`src/rtl/ktq_pkg.sv`:
```
package ktq_pkg;

    // request action codes
    typedef enum logic [2:0] {
        ACT_ROW_WR    = 3'd0,
        ACT_COL_WR    = 3'd1,
        ACT_CELL_WR   = 3'd2,
        ACT_GET       = 3'd3,
        ACT_CHECK_ROW = 3'd4,
        ACT_CHECK_COL = 3'd5,
        ACT_FIND      = 3'd6
    } action_t;

    // configuration register indexes
    localparam logic [1:0] CFG_ROW_COUNT    = 2'd0;
    localparam logic [1:0] CFG_COLUMN_COUNT = 2'd1;
    localparam logic [1:0] CFG_TABLE_LOADED = 2'd2;

    // column kinds
    localparam logic [1:0] KIND_OTHER   = 2'd0;
    localparam logic [1:0] KIND_NUMERIC = 2'd1;
    localparam logic [1:0] KIND_STRING  = 2'd2;
    localparam logic [1:0] KIND_INVALID = 2'd3;

    // find miss value
    localparam logic [31:0] NOT_FOUND = 32'hFFFF_FFFF;

    // fixed field widths
    localparam int ROW_IDX_W = 6;
    localparam int COL_IDX_W = 4;
    localparam int KEY_W     = 32;
    localparam int CFG_W     = 7;

    // which table a scan walks
    typedef enum logic [1:0] {
        SCAN_ROW  = 2'd0,
        SCAN_COL  = 2'd1,
        SCAN_FIND = 2'd2
    } scan_mode_t;

    // controller states
    typedef enum logic [2:0] {
        ST_IDLE,
        ST_DISPATCH,
        ST_ROW_SCAN,
        ST_COL_SCAN,
        ST_CELL_READ,
        ST_CELL_WAIT,
        ST_FIND_SCAN,
        ST_RESULT
    } state_t;

    // controller to datapath
    typedef struct packed {
        logic       latch;
        logic       dispatch;
        logic       scan_start;
        scan_mode_t scan_mode;
        logic       scan_run;
        logic       row_hit_take;
        logic       col_hit_take;
        logic       get_take;
        logic       find_take;
        logic       emit;
    } cmd_t;

    // datapath to controller
    typedef struct packed {
        logic [2:0] action;
        logic       loaded;
        logic       scan_hit;
        logic       scan_end;
        logic       col_numeric;
        logic       out_free;
    } status_t;

endpackage

```
`src/rtl/ktq_ctrl.sv`:
```
module ktq_ctrl (
    input  logic             aclk,
    input  logic             aresetn,
    input  logic             s_valid,
    output logic             s_ready,
    input  ktq_pkg::status_t status,
    output ktq_pkg::cmd_t    cmd
);

    ktq_pkg::state_t state_reg;
    ktq_pkg::state_t state_next;

    // state register
    always_ff @(posedge aclk) begin
        if (!aresetn) begin
            state_reg <= ktq_pkg::ST_IDLE;
        end else begin
            state_reg <= state_next;
        end
    end

    // next state and commands
    always_comb begin
        state_next    = state_reg;
        cmd           = '0;
        cmd.scan_mode = ktq_pkg::SCAN_ROW;
        s_ready       = 1'b0;
        unique case (state_reg)
            ktq_pkg::ST_IDLE: begin
                s_ready = 1'b1;
                if (s_valid) begin
                    cmd.latch  = 1'b1;
                    state_next = ktq_pkg::ST_DISPATCH;
                end
            end
            ktq_pkg::ST_DISPATCH: begin
                cmd.dispatch = 1'b1;
                state_next   = ktq_pkg::ST_RESULT;
                if (status.loaded) begin
                    case (status.action) inside
                        ktq_pkg::ACT_GET, ktq_pkg::ACT_CHECK_ROW: begin
                            cmd.scan_start = 1'b1;
                            cmd.scan_mode  = ktq_pkg::SCAN_ROW;
                            state_next     = ktq_pkg::ST_ROW_SCAN;
                        end
                        ktq_pkg::ACT_CHECK_COL, ktq_pkg::ACT_FIND: begin
                            cmd.scan_start = 1'b1;
                            cmd.scan_mode  = ktq_pkg::SCAN_COL;
                            state_next     = ktq_pkg::ST_COL_SCAN;
                        end
                        default: begin
                            state_next = ktq_pkg::ST_RESULT;
                        end
                    endcase
                end
            end
            ktq_pkg::ST_ROW_SCAN: begin
                cmd.scan_run = 1'b1;
                if (status.scan_hit) begin
                    cmd.row_hit_take = 1'b1;
                    if (status.action == ktq_pkg::ACT_GET) begin
                        cmd.scan_start = 1'b1;
                        cmd.scan_mode  = ktq_pkg::SCAN_COL;
                        state_next     = ktq_pkg::ST_COL_SCAN;
                    end else begin
                        state_next = ktq_pkg::ST_RESULT;
                    end
                end else if (status.scan_end) begin
                    state_next = ktq_pkg::ST_RESULT;
                end
            end
            ktq_pkg::ST_COL_SCAN: begin
                cmd.scan_run = 1'b1;
                if (status.scan_hit) begin
                    cmd.col_hit_take = 1'b1;
                    state_next       = ktq_pkg::ST_RESULT;
                    if (status.col_numeric) begin
                        if (status.action == ktq_pkg::ACT_GET) begin
                            state_next = ktq_pkg::ST_CELL_READ;
                        end else if (status.action == ktq_pkg::ACT_FIND) begin
                            cmd.scan_start = 1'b1;
                            cmd.scan_mode  = ktq_pkg::SCAN_FIND;
                            state_next     = ktq_pkg::ST_FIND_SCAN;
                        end
                    end
                end else if (status.scan_end) begin
                    state_next = ktq_pkg::ST_RESULT;
                end
            end
            ktq_pkg::ST_CELL_READ: begin
                state_next = ktq_pkg::ST_CELL_WAIT;
            end
            ktq_pkg::ST_CELL_WAIT: begin
                cmd.get_take = 1'b1;
                state_next   = ktq_pkg::ST_RESULT;
            end
            ktq_pkg::ST_FIND_SCAN: begin
                cmd.scan_run = 1'b1;
                cmd.scan_mode = ktq_pkg::SCAN_FIND;
                if (status.scan_hit) begin
                    cmd.find_take = 1'b1;
                    state_next    = ktq_pkg::ST_RESULT;
                end else if (status.scan_end) begin
                    state_next = ktq_pkg::ST_RESULT;
                end
            end
            ktq_pkg::ST_RESULT: begin
                cmd.emit = 1'b1;
                if (status.out_free) begin
                    state_next = ktq_pkg::ST_IDLE;
                end
            end
            default: begin
                state_next = ktq_pkg::ST_IDLE;
            end
        endcase
    end

endmodule

```
`config.mk`:
```
export PLATFORM = sky130hd
export DESIGN_NAME = ktq_ctrl
export DESIGN_NICKNAME = d
export VERILOG_FILES = /design/src/rtl/ktq_pkg.sv /design/src/rtl/ktq_ctrl.sv
export SDC_FILE = /design/constraint.sdc
export NUM_CORES = 1
export LEC_CHECK = 0
export BUFFER_PORTS_ARGS = -buffer_cell sky130_fd_sc_hd__buf_2
export CORE_AREA = 10 10 47 49
export CTS_BUF_LIST = sky130_fd_sc_hd__clkbuf_16
export DETAILED_ROUTE_END_ITERATION = 10
export DIE_AREA = 0 0 57 59
export SLEW_MARGIN = 20
export SYNTH_ARGS = -nofsm -noshare
export SYNTH_HDL_FRONTEND = slang
export SYNTH_SLANG_ARGS = --single-unit
export TNS_END_PERCENT = 1
```
`constraint.sdc`:
```
create_clock -name aclk -period 1.1 [get_ports aclk]
set_input_delay 0.11 -clock aclk [delete_from_list [all_inputs] [get_ports aclk]]
set_output_delay 0.11 -clock aclk [all_outputs]
set_load 0.005 [all_outputs]
```
Word-level counts from Yosys, hierarchy flattened. Cells that the tools add are included.

Output and inout port bits: 12. Word-level logic and storage cells: 55. Input bits: 11. Register bits after elaboration: 3.

Muxes and demuxes: 36. Reductions and logical operators: 5. Equal/unequal tests: 13.

Operators with widths (count): $mux 3 (19); $pmux 3 s8 (1); $eq 3x3->1 const B (7); $mux 1 (12); $eq 3x2->1 const B (3); $pmux 2 s4 (1); $mux 2 (2); $ne 2x2->1 const B (2); $reduce_or 2->1 (2); $eq 3x1->1 const B (1); $logic_not 3->1 (1); $pmux 1 s3 (1); $reduce_or 3->1 (1); $reduce_and 2->1 (1).

Longest topological paths before layout. Gate-level depths: netlist of run 1.

Depth after elaboration: 6. Gate-level depth with buffers: 5. Mapped depth without buffers: 4.

Worst setup path before layout of run 1. No wires, ideal clock.

Kind: register -> register. Start: register state_reg[2]. End: register state_reg[0]. Data required time: 0.970 ns. Period minus slack after synthesis: 1.166 ns. Setup time: 0.130 ns. Arrival: 1.037 ns. Buffers on the path: 1. Cell stages (with the launch flop): 5. Path slack: -0.066 ns. Cells stage by stage: dfxtp_1 -> buf_2 -> o41ai_1 -> nor2_1 -> o2bb2ai_1.

Cells in the longest elaborated chain, start to end: 3. Elaborated cells between the ends (all ways): 12. Those cells by class: 9 x eq/ne; 1 x mux; 2 x reduce/logical.

RTL lines: start, declared (RTL line ktq_ctrl.sv:10) `ktq_pkg::state_t state_reg;`; start signal, assigned (RTL line ktq_ctrl.sv:16) `state_reg <= ktq_pkg::ST_IDLE;`; start signal, assigned (RTL line ktq_ctrl.sv:18) `state_reg <= state_next;`; $eq 3x3->1 / $logic_not 3->1 (equally long branches) (RTL line ktq_ctrl.sv:28) `unique case (state_reg)`; $ne 2x2->1 (no line); $reduce_and 2->1 (no line).

Several ways; a longest one is shown, not always the timed one. A chain may end at the register's enable or synchronous reset.

==> results of run 1 <==
[final timing paths]
kind,start,to,slack (ns),cells past startpoint
max,state_reg[0],cmd[8],-0.28,6
min,aresetn,state_reg[2],0.15,2
max reg2reg,state_reg[0],state_reg[0],-0.07,5
min reg2reg,state_reg[1],state_reg[0],0.65,2
[cell usage after synthesis]
cell,number,area (sq um)
a221o_1,1,10.0
and2_1,4,25.0
a21boi_1,1,7.51
nand2b_2,1,8.76
and2b_2,1,8.76
and3_1,2,12.5
a21oi_1,1,5.00
dfxtp_1,3,60.1
a21o_1,1,7.51
nand3_1,1,5.00
nand2b_1,2,12.5
o41ai_1,1,8.76
o22ai_1,1,6.26
nor2_1,4,15.0
o21ai_0,6,30.0
inv_1,1,3.75
nor3_1,3,15.0
a41o_1,1,10.0
nor3b_1,1,7.51
o2bb2ai_1,2,17.5
a21bo_1,1,10.0
or2b_1,1,7.51
clkbuf_1,2,7.51
nand2_1,4,15.0
nand4_1,2,12.5
nand3b_1,3,22.5
buf_2,3,15.0
a31oi_1,3,18.8
o31a_1,1,8.76
and4b_1,1,10.0
and4bb_1,1,12.5
o32ai_1,1,8.76
[cell usage in the layout (no fill, tap or decap), types with 2 or more instances in the layout]
cell type  netlist  layout
buf_2            3      20
nand3b_1         3       3
dfxtp_4          0       2
nand4_1          2       2
and2_1           4       4
buf_6            0       3
nand2_1          4       4
o2bb2ai_1        2       2
nor2_1           4       4
nor3_1           3       2
o21ai_0          6       4
clkbuf_16        0       3
buf_4            0      15
a31oi_1          3       3
[per-stage QoR]
step	setup slack (ns)	setup TNS, ns
after floorplan	-0.0123	-0.0258
after global placement	-0.140	-0.567
after CTS	-0.283	-1.98
final	-0.284	-1.99
after detailed placement	-0.171	-0.721
after global routing	-0.351	-2.80
[power by group]
group | internal [uW] | leakage [uW] | switching (uW)
logic | 410 | 0.000336 | 326
clock network | 468 | 0.0000423 | 90.7
registers | 159 | 0.0000263 | 63.6
total | 1040 | 0.000405 | 480
[layer usage]
layer	vias up	routed length [um]	GRT usage, %
met2	17	650	13.8
met4	0	16	2.68
met3	2	88	3.86
met1	269	722	11.0
met5	-	0	0
li1	312	-	-
[logic make-up after synthesis]
group,count (synthesis)
flip-flops,3
AO/OA/AOI/OAI,21
buffers and inverters,6
AND/OR/NAND/NOR,31
[timing repair]
item,4_1_cts,5_1_grt
hold buffers,0,0
gates resized for setup,13,6
pin swaps,5,4
setup buffers,2,0
setup endpoints to repair,14,14
hold endpoints to repair,0,0
[critical path, stage by stage (launching register included)]
cell     delay [ns]
dfxtp_4        0.37
buf_4          0.14
nand2_1        0.05
o22ai_1        0.12
nand4_1        0.13
a21oi_2        0.13
buf_2          0.12
[area by class of cell]
| type | count | area share (%) |
|---|---|---|
| multi-input cells | 52 | 47.1 |
| repair buffers | 39 | 32.2 |
| clock buffers | 3 | 9.06 |
| flip-flops and latches | 3 | 8.31 |
| well taps | 16 | 2.42 |
| clock inverters | 1 | 0.453 |
| inverters | 1 | 0.453 |
==> out/results.txt, run 1 <==
outcome -> finished with violations
failing checks -> setup timing
initial antenna violation count -> 0
Worst Max-Slew Pin Slew -> 0.268 ns
RSZ-0062 raised after global routing -> true
total core area -> 0.00140 sq mm
Antenna Cells -> 0
via/cell ratio -> 5.22
share of cells above drive strength 1 -> 55.6%
slew margin rel. -> 82.1%
Pwr Total -> 1520 uW
final setup fails -> 14
WL per Instance -> 12.9 um
Pwr Density -> 1830 mW/mm^2
Ports -> 23
crit path launch type -> flip-flop
routed vias -> 600
Multi-input gate area -> 390 sq um
gpl congestion -> 0.835
htree depth -> 1
1st-pass router iterations -> 4
Clk Latency, worst-skew pair -> 0.22 ns
Final WS setup -> -0.284 ns
grt total ovfl -> 0
Crit path arrival time -> 1.27 ns
die height -> 59 um
Yosys Warn Count -> 0
Post-Synth Adder-Cell Area -> 0%
post-synthesis cell type count -> 32
WS Path Type -> reg -> out
die area -> 0.00336 sq mm
final net count -> 111
Final Core Density -> 59.1%
Mapped Cells -> 61
Max-Cap Viols -> 0
Port Buffer Count -> 22
mux share of post-synthesis cell area -> 0%
post-placement cell count -> 109
max reg flops -> 3
CTS Sinks -> 3
Post-Syn Area -> 425 sq um
Starting DRT DRC Count -> 15
final wirelength -> 1.48 mm
CTS tree -> built
Tcrit/Tclk final -> 126%
Hold Path Class -> in -> reg
placed inst area -> 666 sq um
Residual DRC -> 0
Crit path required time -> 0.99 ns
GRT Util Overall -> 8.96%
Compound-Gate Fraction of Synth Area -> 35.0%
Min Hold Slack -> 0.155 ns
skew final -> 0.00172 ns
post-route ant nets -> 0
syn_area_per_cell -> 6.97 sq um
total CTS buffers -> 3
post-synthesis register bit count -> 3
Layout area overhead -> 94.7%
vias in the first global route -> 629
cell row count -> 14
final instance area -> 828 sq um
Worst Setup End Kind -> output pin
Filler cells -> 132
Final Non-Filler Cells -> 115
syn nets -> 72
Leak -> 0.000405 uW
fraction of the mapped netlist area in simple logic gates -> 44.7%
initial core utilization -> 30.4%
Die W -> 57 um
Worst IR Drop VDD -> 1.12 mV
Peak Freq -> 723 MHz
Seq. cell area -> 68.8 sq um
largest net degree at the start of global routing -> 14
sequential share of the synthesized area -> 14.1%
final hold violation count -> 0
XOR/XNOR share of the synthesized area -> 0%
crit path max fanout -> 7
clock tree buffer depth -> 2
clk root buf -> clkbuf_16
max-slew violation total from the final report -> 0
hpwl dp -> 1.16 mm
first-pass GRT wire length -> 2.60 mm
min Tclk post-route -> 1.38 ns
register clock-pin slew on the reported worst setup and hold paths -> 0.03 ns
largest family of logic cells by synthesized area -> simple AND/OR/NAND/NOR gates
Power figures use the tool's default switching activity.
==> run 2: changes to the inputs <==
--- a/config.mk
+++ b/config.mk
@@ -6,10 +6,10 @@
 export NUM_CORES = 1
 export LEC_CHECK = 0
 export BUFFER_PORTS_ARGS = -buffer_cell sky130_fd_sc_hd__buf_2
-export CORE_AREA = 10 10 47 49
+export CORE_AREA = 2 2 39 41
 export CTS_BUF_LIST = sky130_fd_sc_hd__clkbuf_16
 export DETAILED_ROUTE_END_ITERATION = 10
-export DIE_AREA = 0 0 57 59
+export DIE_AREA = 0 0 41 43
 export SLEW_MARGIN = 20
 export SYNTH_ARGS = -nofsm -noshare
 export SYNTH_HDL_FRONTEND = slang
==> out/results.txt, run 2 (synthesis gave the netlist of run 1 again) <==
hpwl dp -> 1.05 mm
final wirelength -> 1.38 mm
failing checks -> setup timing
slowest stage delay, CP -> 0.35 ns
Worst Setup End Kind -> output pin
register clock-pin slew on the reported worst setup and hold paths -> 0.03 ns
vias in the first global route -> 533
Peak Freq -> 729 MHz
Hold-fix buffers, CTS -> 0
WL per Instance -> 12.0 um
Residual DRC -> 0
hold depth -> 2
met1 usage -> 21.7%
Filler cells -> 145
Crit path arrival time -> 1.26 ns
Antenna Cells -> 0
Die W -> 41 um
Port Buffer Count -> 22
total CTS buffers -> 3
RSZ-0062 raised after global routing -> true
total core area -> 0.00138 sq mm
post-route ant nets -> 0
Reg2Reg Setup Slack -> -0.06 ns
Leak -> 0.000387 uW
M2 GR Usage -> 27.2%
gpl congestion -> 0.878
cell row count -> 14
via/cell ratio -> 5.29
final setup fails -> 12
max-slew violation total from the final report -> 0
min Tclk post-route -> 1.37 ns
clk root buf -> clkbuf_16
clock tree buffer depth -> 2
max reg flops -> 3
htree depth -> 1
initial core utilization -> 30.7%
Hold Path Class -> in -> reg
Slowest-stage cell, CP -> dfxtp_4
met3 usage -> 3.14%
GR peak layer -> met2
Worst Hold Launch -> aresetn
share of cells above drive strength 1 -> 52.5%
Final Core Density -> 57.2%
Tcrit/Tclk final -> 125%
grt total ovfl -> 0
slew margin rel. -> 81.3%
crit path max fanout -> 4
1st-pass router iterations -> 4
Crit Reg-Reg Endpoint -> state_reg[2]
Hold EP -> state_reg[2]
final hold violation count -> 0
CTS Sinks -> 3
initial antenna violation count -> 0
GRT Util Overall -> 17.6%
commonest cells after routing, fill and taps aside -> buf_2 (21), buf_4 (15), and2_1 (4), o21ai_0 (4)
Starting DRT DRC Count -> 9
WS Path Type -> reg -> out
die area -> 0.00176 sq mm
Reg-to-Reg Start -> state_reg[0]
Final WS setup -> -0.271 ns
R2R cell count -> 5
most common cell after layout, fill and taps aside -> buf_2
final net count -> 111
die height -> 43 um
Worst IR Drop VDD -> 1.33 mV
Clk Latency, worst-skew pair -> 0.23 ns
largest net degree at the start of global routing -> 11
Layout area overhead -> 86.2%
Max-Cap Viols -> 0
Worst Max-Slew Pin Slew -> 0.277 ns
outcome -> finished with violations
Crit path required time -> 0.99 ns
routed vias -> 608
skew final -> 0.00244 ns
CTS tree -> built
Ports -> 23
Min Hold Slack -> 0.140 ns
crit path launch type -> flip-flop
Pwr Density -> 1900 mW/mm^2
first-pass GRT wire length -> 2.14 mm
critical path, cell by cell -> and4bb_1 -> nand3b_1 -> o21ai_1 -> o2bb2ai_1 -> buf_2
run 2: cell counts in the layout (fill, tap and decap cells not counted):
No cell type changed its count.
run 2: repair_timing:
action                                 4_1_cts  5_1_grt
setup endpoints to repair                   15       15
buffers inserted                             2        0
gates resized for setup                     10        4
endpoints found under the hold margin        0        0
pin swaps                                    7        1
cloned                                       0        0
run 2: final cells by class:
cell class                 instances  area (sq um)  area share, %
clock inverter                     1          3.75          0.474
inverter                           1          3.75          0.474
sequential                         3          68.8           8.69
timing repair buffer              39           264           33.3
tap                               16          20.0           2.53
clock buffer                       3          75.1           9.48
multi-input combinational         52           357           45.0
run 2: how the worst max path moves through the flow:
stage,startpoint,to,cells after the start
global route,state_reg[0],cmd[6],5
CTS,state_reg[0],cmd[6],5
detailed placement,state_reg[0],cmd[6],5
global placement,state_reg[0],state_reg[0],3
finish,state_reg[0],cmd[6],5
floorplan,state_reg[1],state_reg[0],4
run 2: per-layer routing:
layer	vias to the layer above	share of wire, %
met5	-	0
met4	0	2.9
met3	5	5.6
met2	19	48
met1	276	43
li1	308	-
run 2: worst max-delay path: cells and delay by family, from the launching register on:
family / cells / cell delay, ns
buffers and inverters: 1 / 0.13
and+or+nand+nor: 2 / 0.35
AOI/OAI and AO/OA: 2 / 0.20
DFF: 1 / 0.35
run 2: power by group:
| group | switching [uW] | internal [uW] |
|---|---|---|
| registers | 58.2 | 159 |
| clock network | 112 | 470 |
| logic | 302 | 408 |
| total | 472 | 1040 |
run 2: metrics by stage:
stage	setup TNS (ns)	instance area (sq um)	worst slack, ns	cells	total power [uW]
5_1_grt	-2.30	792	-0.356	115	1610
3_3_place_gp	-1.10	653	-0.191	109	783
3_5_place_dp	-1.16	653	-0.206	109	786
6_report	-1.64	792	-0.271	115	1510
4_1_cts	-1.67	778	-0.285	115	1500
2_1_floorplan	-0.0258	445	-0.0123	61	553
